$ cat src/sv/jmef_pkg.sv
// Shared types and constants for the JPEG marker end finder.
// No dependencies; imported by the walker and the top level.
package jmef_pkg;

    localparam int unsigned LEN_W = 32;

    // Marker and data byte codes.
    localparam logic [7:0] BYTE_FF  = 8'hFF;
    localparam logic [7:0] BYTE_00  = 8'h00;
    localparam logic [7:0] MRK_SOI  = 8'hD8;
    localparam logic [7:0] MRK_EOI  = 8'hD9;
    localparam logic [7:0] MRK_TEM  = 8'h01;
    localparam logic [7:0] MRK_SOS  = 8'hDA;
    localparam logic [7:0] MRK_RSTL = 8'hD0;
    localparam logic [7:0] MRK_RSTH = 8'hD7;

    typedef enum logic [2:0] {
        ST_RUN  = 3'd0,
        ST_EOI  = 3'd1,
        ST_BAD  = 3'd2,
        ST_OUT  = 3'd3,
        ST_IDLE = 3'd4
    } t_status;

    typedef enum logic [11:0] {
        PH_IDLE      = 12'b0000_0000_0001,
        PH_SOI1      = 12'b0000_0000_0010,
        PH_MARK      = 12'b0000_0000_0100,
        PH_FILL      = 12'b0000_0000_1000,
        PH_LENHI     = 12'b0000_0001_0000,
        PH_LENLO     = 12'b0000_0010_0000,
        PH_LENHI_SOS = 12'b0000_0100_0000,
        PH_LENLO_SOS = 12'b0000_1000_0000,
        PH_PAY       = 12'b0001_0000_0000,
        PH_PAY_SOS   = 12'b0010_0000_0000,
        PH_ENT       = 12'b0100_0000_0000,
        PH_ENT_FF    = 12'b1000_0000_0000
    } t_phase;

    typedef struct packed {
        logic [7:0] data;
        logic       first;
        logic       last;
    } t_in_word;

    typedef struct packed {
        t_status            status;
        logic [LEN_W-1:0]   length;
    } t_result;

    typedef struct packed {
        t_status status;
        t_phase  phase;
    } t_step;

endpackage

$ cat src/sv/jmef_walker.sv
// Marker walk phase machine with byte counter and segment length counters.
// Depends on jmef_pkg; instantiated by jpeg_marker_end_finder.
module jmef_walker #(
    parameter int unsigned COUNT_WIDTH = 32
) (
    input  logic               i_clk,
    input  logic               i_rst_n,
    input  logic               i_fire,
    input  jmef_pkg::t_in_word i_word,
    output jmef_pkg::t_result  o_result
);
    import jmef_pkg::*;

    t_phase                 r_phase, n_phase;
    logic [COUNT_WIDTH-1:0] r_pos, n_pos;
    logic [7:0]             r_len_hi, n_len_hi;
    logic [15:0]            r_pay, n_pay;

    t_status     st;
    t_step       mk;
    logic [15:0] seg_len;
    logic [15:0] pay_next;
    logic        is_rst;

    // Marker code following an FF.
    function automatic t_step take_marker(input logic [7:0] m, input logic last);
        t_step s;
        s.phase = PH_MARK;
        if (m == MRK_EOI) begin
            s.status = ST_EOI;
        end else if (last) begin
            s.status = ST_OUT;
        end else if (m == MRK_TEM || (m >= MRK_RSTL && m <= MRK_RSTH)) begin
            s.status = ST_RUN;
        end else begin
            s.status = ST_RUN;
            s.phase  = (m == MRK_SOS) ? PH_LENHI_SOS : PH_LENHI;
        end
        return s;
    endfunction

    always_comb begin
        n_phase  = r_phase;
        n_pos    = r_pos;
        n_len_hi = r_len_hi;
        n_pay    = r_pay;
        st       = ST_IDLE;
        mk       = take_marker(i_word.data, i_word.last);
        is_rst   = i_word.data inside {[MRK_RSTL:MRK_RSTH]};
        seg_len  = {r_len_hi, i_word.data};
        pay_next = r_pay - 16'd1;

        if (i_word.first) begin
            n_pos = COUNT_WIDTH'(1);
            if (i_word.data != BYTE_FF) begin
                st = ST_BAD;
            end else if (i_word.last) begin
                st = ST_OUT;
            end else begin
                st      = ST_RUN;
                n_phase = PH_SOI1;
            end
        end else if (r_phase == PH_IDLE) begin
            st = ST_IDLE;
        end else if (r_pos == {COUNT_WIDTH{1'b1}}) begin
            st = ST_BAD;
        end else begin
            n_pos = r_pos + COUNT_WIDTH'(1);
            case (r_phase)
                PH_SOI1: begin
                    if (i_word.data != MRK_SOI) begin
                        st = ST_BAD;
                    end else if (i_word.last) begin
                        st = ST_OUT;
                    end else begin
                        st      = ST_RUN;
                        n_phase = PH_MARK;
                    end
                end
                PH_MARK: begin
                    // stray bytes between segments are dropped
                    if (i_word.last) begin
                        st = ST_OUT;
                    end else begin
                        st = ST_RUN;
                        if (i_word.data == BYTE_FF) n_phase = PH_FILL;
                    end
                end
                PH_FILL: begin
                    if (i_word.data == BYTE_FF) begin
                        st = i_word.last ? ST_OUT : ST_RUN;
                    end else begin
                        st = mk.status;
                        if (mk.status == ST_RUN) n_phase = mk.phase;
                    end
                end
                PH_LENHI, PH_LENHI_SOS: begin
                    n_len_hi = i_word.data;
                    if (i_word.last) begin
                        st = ST_OUT;
                    end else begin
                        st      = ST_RUN;
                        n_phase = (r_phase == PH_LENHI) ? PH_LENLO : PH_LENLO_SOS;
                    end
                end
                PH_LENLO, PH_LENLO_SOS: begin
                    if (seg_len < 16'd2) begin
                        st = ST_BAD;
                    end else if (i_word.last) begin
                        st = ST_OUT;
                    end else begin
                        st    = ST_RUN;
                        n_pay = seg_len - 16'd2;
                        if (seg_len == 16'd2) begin
                            n_phase = (r_phase == PH_LENLO_SOS) ? PH_ENT : PH_MARK;
                        end else begin
                            n_phase = (r_phase == PH_LENLO_SOS) ? PH_PAY_SOS : PH_PAY;
                        end
                    end
                end
                PH_PAY, PH_PAY_SOS: begin
                    if (i_word.last) begin
                        st = ST_OUT;
                    end else begin
                        st    = ST_RUN;
                        n_pay = pay_next;
                        if (pay_next == 16'd0) begin
                            n_phase = (r_phase == PH_PAY_SOS) ? PH_ENT : PH_MARK;
                        end
                    end
                end
                PH_ENT: begin
                    if (i_word.last) begin
                        st = ST_OUT;
                    end else begin
                        st = ST_RUN;
                        if (i_word.data == BYTE_FF) n_phase = PH_ENT_FF;
                    end
                end
                PH_ENT_FF: begin
                    // stuffed zero or restart pair: stay in entropy data
                    if (i_word.data == BYTE_00 || is_rst) begin
                        if (i_word.last) begin
                            st = ST_OUT;
                        end else begin
                            st      = ST_RUN;
                            n_phase = PH_ENT;
                        end
                    end else if (i_word.data == BYTE_FF) begin
                        st = i_word.last ? ST_OUT : ST_RUN;
                    end else begin
                        st = mk.status;
                        if (mk.status == ST_RUN) n_phase = mk.phase;
                    end
                end
                default: begin
                    st = ST_IDLE;
                end
            endcase
        end

        if (st == ST_EOI || st == ST_BAD || st == ST_OUT) begin
            n_phase = PH_IDLE;
        end

        o_result.status = st;
        o_result.length = (st == ST_EOI) ? LEN_W'(n_pos) : '0;
    end

    always_ff @(posedge i_clk) begin
        if (!i_rst_n) begin
            r_phase <= PH_IDLE;
            r_pos   <= '0;
            r_pay   <= '0;
        end else if (i_fire) begin
            r_phase <= n_phase;
            r_pos   <= n_pos;
            r_pay   <= n_pay;
        end
    end

    always_ff @(posedge i_clk) begin
        if (i_fire) begin
            r_len_hi <= n_len_hi;
        end
    end

endmodule

$ cat src/sv/jpeg_marker_end_finder.sv
// Top level: input word register, marker walker and result register.
// Depends on jmef_pkg and jmef_walker.
//
// Walks a JPEG candidate one byte per word, sustaining one byte per clock
// cycle while the result side does not stall. Each accepted byte returns
// exactly one result word via the input register and then the result
// register; the walker's phase machine updates once per byte. A
// byte with tuser set starts a new walk; tlast marks the final available
// byte. Result tuser is the walk status (0 in progress, 1 EOI found,
// 2 malformed, 3 data ran out, 4 idle) and tdata the stream length, nonzero
// only with EOI. The byte counter is COUNT_WIDTH bits wide; a walk that
// would exceed it reports malformed.
module jpeg_marker_end_finder #(
    parameter int unsigned COUNT_WIDTH = 32
) (
    input  logic        i_clk,
    input  logic        i_rst_n,
    input  logic        i_s_tvalid,
    output logic        o_s_tready,
    input  logic [7:0]  i_s_tdata,   // [7:0] data_byte
    input  logic        i_s_tuser,   // [0] first_byte
    input  logic        i_s_tlast,   // last_byte
    output logic        o_m_tvalid,
    input  logic        i_m_tready,
    output logic [31:0] o_m_tdata,   // [31:0] stream_length
    output logic [2:0]  o_m_tuser    // [2:0] walk_status
);
    import jmef_pkg::*;

    logic     r_in_valid;
    t_in_word r_in_word;
    logic     r_out_valid;
    t_result  r_out;
    t_result  result;
    logic     advance;
    logic     in_take;

    assign advance    = r_in_valid && (!r_out_valid || i_m_tready);
    assign o_s_tready = !r_in_valid || advance;
    assign in_take    = i_s_tvalid && o_s_tready;

    jmef_walker #(
        .COUNT_WIDTH(COUNT_WIDTH)
    ) u_walker (
        .i_clk    (i_clk),
        .i_rst_n  (i_rst_n),
        .i_fire   (advance),
        .i_word   (r_in_word),
        .o_result (result)
    );

    always_ff @(posedge i_clk) begin
        if (!i_rst_n) begin
            r_in_valid  <= 1'b0;
            r_out_valid <= 1'b0;
        end else begin
            if (in_take) begin
                r_in_valid <= 1'b1;
            end else if (advance) begin
                r_in_valid <= 1'b0;
            end
            if (advance) begin
                r_out_valid <= 1'b1;
            end else if (i_m_tready) begin
                r_out_valid <= 1'b0;
            end
        end
    end

    always_ff @(posedge i_clk) begin
        if (in_take) begin
            r_in_word.data  <= i_s_tdata;
            r_in_word.first <= i_s_tuser;
            r_in_word.last  <= i_s_tlast;
        end
        if (advance) begin
            r_out <= result;
        end
    end

    assign o_m_tvalid = r_out_valid;
    assign o_m_tdata  = r_out.length;
    assign o_m_tuser  = r_out.status;

    // Only an EOI result carries a length.
    a_len_only_eoi: assert property (@(posedge i_clk) disable iff (!i_rst_n)
        (o_m_tvalid && o_m_tuser != ST_EOI) |-> (o_m_tdata == '0))
        else $error("length reported without EOI");

    // A held byte with room downstream becomes a result in the next cycle.
    a_in_to_out: assert property (@(posedge i_clk) disable iff (!i_rst_n)
        (r_in_valid && (!o_m_tvalid || i_m_tready)) |=> o_m_tvalid)
        else $error("byte lost between input and result register");

    // Input is held off only while both stages are full and the output stalls.
    a_ready_low: assert property (@(posedge i_clk) disable iff (!i_rst_n)
        !o_s_tready |-> (r_in_valid && o_m_tvalid && !i_m_tready))
        else $error("input stalled with room in the pipeline");

endmodule
$ cat config.mk
export PLATFORM = sky130hd
export DESIGN_NAME = jpeg_marker_end_finder
export DESIGN_NICKNAME = d
export VERILOG_FILES = /design/src/sv/jmef_pkg.sv /design/src/sv/jmef_walker.sv /design/src/sv/jpeg_marker_end_finder.sv
export SDC_FILE = /design/constraint.sdc
export NUM_CORES = 1
export LEC_CHECK = 0
export ABC_AREA = 1
export BUFFER_PORTS_ARGS = -buffer_cell sky130_fd_sc_hd__buf_2
export CORE_MARGIN = 5
export CORE_UTILIZATION = 50
export DETAILED_ROUTE_END_ITERATION = 7
export PLACE_DENSITY = 0.71
export REMOVE_ABC_BUFFERS = 1
export SLEW_MARGIN = 15
export SYNTH_ARGS = -nofsm -noshare
export SYNTH_HDL_FRONTEND = slang
export SYNTH_SLANG_ARGS = --single-unit
export TNS_END_PERCENT = 5
$ cat constraint.sdc
create_clock -name i_clk -period 2.5 [get_ports i_clk]
set_input_delay 0.125 -clock i_clk [delete_from_list [all_inputs] [get_ports i_clk]]
set_output_delay 0.125 -clock i_clk [all_outputs]
set_load 0.01 [all_outputs]
### Word level (Yosys, flattened, before mapping)

Index checks and enable logic that the tools add are counted.

| word-level totals | value |
|---|---|
| bits in registers | 115 |
| input port bits | 14 |
| output and inout bits | 37 |
| logic and storage cells | 140 |

| operators by class | value |
|---|---|
| add/sub/neg operators | 3 |
| $lt $le $gt $ge | 3 |
| eq/ne operators | 42 |
| muxes and demuxes | 53 |
| bitwise operators | 3 |
| reduce and logical (&&, ||, !) cells | 25 |

Operators by type and width:

| operator | number |
|---|---|
| $mux W12 | 25 |
| $mux W32 | 3 |
| $pmux W12 S8 | 1 |
| $mux W16 | 3 |
| $add A32 B1 Y32 const B | 1 |
| $eq A32 B32 Y1 const B | 1 |
| $pmux W16 S2 | 1 |
| $ne A4 B2 Y1 const B | 7 |
| $eq A8 B8 Y1 const B | 3 |
| $mux W3 | 8 |
| $mux W11 | 2 |
| $reduce_and A18 Y1 | 1 |
| $eq A16 B2 Y1 const B | 1 |
| $logic_not A16 Y1 | 1 |
| $lt A16 B2 Y1 const B | 1 |
| $ne A8 B8 Y1 const B | 2 |
| $sub A16 B1 Y16 const B | 1 |
| $sub A16 B2 Y16 const B | 1 |
| $pmux W3 S5 | 1 |
| $eq A12 B1 Y1 const B | 1 |
| $eq A12 B10 Y1 const B | 1 |
| $eq A12 B11 Y1 const B | 1 |
| $eq A12 B12 Y1 const B | 1 |
| $eq A12 B2 Y1 const B | 1 |
| other kinds (35) | 60 |

### Longest topological paths before layout

| logic depth | value |
|---|---|
| depth after elaboration | 14 |
| gate-level depth with buffers | 19 |
| gate-level depth less buffers | 18 |

### Modules after synthesis

A second synthesis with hierarchy kept.

| second synthesis, totals | value |
|---|---|
| cell total of the unflattened synthesis | 974 |
| area, all modules | 6,989.2 µm² |

By module, submodules not included:

| module | times used | cells an instance | area each (µm²) | seq. area each (µm²) |
|---|---|---|---|---|
| jmef_walker | 1 | 916 | 5,542.8 | 1,441.4 |
| jpeg_marker_end_finder | 1 | 58 | 1,446.4 | 1,391.3 |

### Worst setup path before layout

OpenSTA, ideal clock, no wires.

| path | value |
|---|---|
| path type | register to register |
| from | register r_out_valid, in the netlist o_m_tvalid |
| to | register r_out, in the netlist o_m_tdata[0], enable pin |
| setup time | 0.413 ns |
| arrival time | 2.007 ns |
| required time | 2.087 ns |
| slack | 0.080 ns |
| cell stages (with the launch flop) | 6 |
| path buffers | 2 |
| clock period less this slack | 2.420 ns |
| cells stage by stage | dfxtp_1 > nand2_1 > nand2_1 > inv_1 > clkbuf_1 > clkbuf_1 |

| on the way | value |
|---|---|
| cells in the longest elaborated chain, start to end | 3 |

Ends and longest elaborated chain:

| element | RTL line | text |
|---|---|---|
| start, declared | jpeg_marker_end_finder.sv:32 | `logic r_out_valid;` |
| start signal, assigned | jpeg_marker_end_finder.sv:55 | `r_out_valid <= 1'b0;` |
| start signal, assigned | jpeg_marker_end_finder.sv:63 | `r_out_valid <= 1'b1;` |
| start signal, assigned | jpeg_marker_end_finder.sv:65 | `r_out_valid <= 1'b0;` |
| $logic_not A1 Y1 | jpeg_marker_end_finder.sv:38 | `assign advance = r_in_valid && (!r_out_valid \|\| i_m_tready);` |
| $logic_or A1 B1 Y1 | jpeg_marker_end_finder.sv:38 |  |
| $logic_and A1 B1 Y1 | jpeg_marker_end_finder.sv:38 |  |
| net advance | jpeg_marker_end_finder.sv:35 | `logic advance;` |
| end signal, assigned | jpeg_marker_end_finder.sv:77 | `r_out <= result;` |
| end, declared | jpeg_marker_end_finder.sv:33 | `t_result r_out;` |

The timed path passes the listed nets, and every way through them passes these cells.
A chain may end at the register's enable or synchronous reset.

==> impl_metrics.toml <==
[layout]
drive_gt1_share_pct = 18.2
antenna_cells = 0
nFillCells = 1268
area_growth_pct = 21.2
num-nets-final = 1069

[critical_path]
r2r_start = "r_in_word[3]"
end_kind = "register"
worstPathArrival_ps = 2490
crit_top_cell = "nand2_1"
cp_max_fo = 16
required_ps = 2660
rrSetupSlack_ps = 170
crit_type = "register to register"
cp-start-kind = "register"
crit_path_top_delay_cell = "edfxtp_1"
rr_worst_depth = 16
r2r_end = "o_m_tdata[29]"
path_cells = "inv_2, nand2_1, nor2_1, nand2_1, inv_2, nor2_1, inv_1, o21ai_0, nand2_1, a31oi_1, o311ai_1, nand2_1, o21ai_2, nand2_2, buf_8, nor2_1"
crit_path_start = "r_in_word[3]"
cp-endpoint = "o_m_tdata[29]"
max_stage_delay_ps = 460

[yosys]
netlist_area_mm2 = 0.00692
ys_types = 48
ys_warn_count = 0
ys_seq_area_share_pct = 41.0
synth.most_common_cell = "nand2_1"
ys_top_cells_by_count = "189 x nand2_1, 153 x nor2_1, 98 x inv_1, 69 x a21oi_1, 66 x o21ai_0"
synth_area_leader_cell = "edfxtp_1"
synth_top_area_share_pct = 23.0
synthCells = 964
synth-main-ff-cell = "dfxtp_1"
synth.area.top_cells = "edfxtp_1 23%, dfxtp_1 18%, nand2_1 10%"
synth_edf_count = 53
ys_async_sr_fraction_pct = 0
syn_area_per_cell_um2 = 7.17
yosys_register_bits = 115

[sta]
fin_ws_ps = 172
drv_slew = 0
fmax_mhz = 430
rsz0062_at_grt = "true"
relSlewSlack_pct = 58.1
hold_viol_final = 0
worst_slew_pin_slew_ps = 622
period_needed_ps = 2330
setup_viol = 0
fin_skew_ps = 9.60
post-route-period-util_pct = 93.1

[global_routing]
grt_max_degree = 100
met3_usage_pct = 4.52
grt_usage_pct = 22.4
met2_usage_pct = 33.8
grt_antenna_before_repair = 0
gr-total-overflow = 0
grt_pass1_wl_mm = 29.5
grt_use_met1_pct = 31.6
grt_pass1_vias = 6183
top_usage_layer = "met2"

[drt]
wirelength_mm = 17.8
drc = 0
drtIter0Drc = 708
wl_per_cell_um = 14.3
vias = 6690
viasPerCell = 5.38
dr.pass1.iters = 5
antenna_left = 0

[placed_design]
place_ws_ps = 111
hpwlAfterDp_mm = 12.5
io_buffers = 50
gp_congestion = 0.943

[pwr]
ir_drop_uv = 499
power_mw = 5.49
power_leakage_nw = 3.55
p_per_area_mw_per_mm2 = 654

[flow_run]
drv_cap = 0

[die]
start_util_pct = 50.4
die_h_um = 128
die_x_um = 128
core_area_mm2 = 0.0137
die-area_mm2 = 0.0163
rows = 43
ios = 51

[clocking]
cts_buffers = 17
cts_sinks = 115
cts_buffer_depth = 2
clkTransAtPathRegs_ps = 60
clock_latency_ps = 420
tritoncts = "built"
cts_htree_levels = 4
cts_root_buf = "clkbuf_16"

[outcome]
outcome = "completed"

[min_path]
hold_path.class = "primary input to register"
[worst min-delay path by stage]
stage,cells after the start,startpoint,to,slack (ps)
after detailed placement,1,i_s_tdata[6],r_in_word[8],300
after CTS,3,i_s_tvalid,r_in_valid,90
final,3,i_s_tvalid,r_in_valid,100
after global routing,3,i_s_tvalid,r_in_valid,100
after global placement,1,i_s_tuser,r_in_word[1],300
after floorplan,1,i_rst_n,u_walker.r_phase[0],210
[per-stage QoR]
stage               hold slack, ps  TNS [ps]  area (um^2)  util, %  cells
floorplan                      210     -2530         6780        -    933
global placement               303         0         7510     54.7   1195
detailed placement             303         0         7510     54.7   1195
CTS                           93.0         0         8260     60.2   1238
global route                   104     -35.9         8380     61.1   1243
finish                         104         0         8380     61.1   1243
[cell families (layout without fill, tap and decap cells)]
family                   Yosys count  after routing  synth area share, %
AO/OA/AOI/OAI                    172            172                 13.9
XOR/XNOR                          24             24                 3.04
adder cells (fa/ha/maj)            5              5                0.905
buffers and inverters            144            243                 8.18
flip-flops                       115            115                 41.0
multiplexers                       1              1                0.163
AND/OR/NAND/NOR                  503            503                 32.9
[area by class of cell]
class	count	area, um^2	area share [%]
repair buffers	98	666	7.94
clock buffers	21	470	5.61
inverters	113	428	5.10
well taps	180	225	2.69
multi-input cells	705	3590	42.8
clock inverters	11	174	2.07
flip-flops and latches	115	2830	33.8
[layer usage]
layer	routed length, um	up-vias	part of all wire, %
met5	0	-	0
met4	400	0	2.3
met3	1060	36	6.0
met2	7870	226	44
met1	8420	3031	47
li1	-	3397	-
[registers in the layout, summed over array words and instances (netlist names)]
signal	count
o_m_tdata	32
o_m_tuser	3
o_m_tvalid	1
r_in_valid	1
r_in_word	10
u_walker.r_len_hi	8
u_walker.r_pay	16
u_walker.r_phase	12
u_walker.r_pos	32
[worst max-delay path, delay by kind of cell (launching register included)]
family	cells	cell delay (ps)
buffers and inverters	4	420
and+or+nand+nor	8	690
AOI/OAI and AO/OA	4	480
DFF	1	460
[what timing repair did]
| action | 4_1_cts | 5_1_grt |
|---|---|---|
| hold buffers | 11 | 0 |
| gates resized for setup | 0 | 22 |
| setup buffers | 0 | 5 |
| endpoints found under the hold margin | 11 | 0 |
| setup endpoints to repair | 0 | 48 |
[placed cells by master (no fill, tap or decap), types with 3 or more instances in the layout]
cell	netlist	final
nand2_1	189	188
nor2_1	153	147
inv_1	98	96
a21oi_1	69	69
o21ai_0	66	66
dfxtp_1	62	62
nand3_1	60	59
edfxtp_1	53	53
buf_2	11	50
buf_4	0	34
nor3_1	25	24
nand4_1	21	21
xor2_1	20	20
nor2_2	16	19
clkbuf_16	0	17
inv_2	13	15
dlygate4sd3_1	0	11
nand2_2	9	10
nor4_1	8	8
o211ai_1	8	8
a31oi_1	7	7
nand3_2	3	4
nor2_4	1	4
nand3b_1	4	4
ha_1	5	4
bufinv_16	0	4
clkinvlp_4	0	4
nand2_4	4	3
nor3_2	2	3
xnor2_1	4	3
a211oi_1	3	3
a221oi_1	3	3
clkbuf_8	0	3
[power breakdown]
group	total [mW]	switching [mW]	leakage (nW)	internal, mW
clock	2.63	0.881	0.302	1.75
sequential	2.14	0.0821	0.996	2.06
combinational	0.713	0.470	2.25	0.242
No activity file was read; power rests on OpenSTA's default activity.
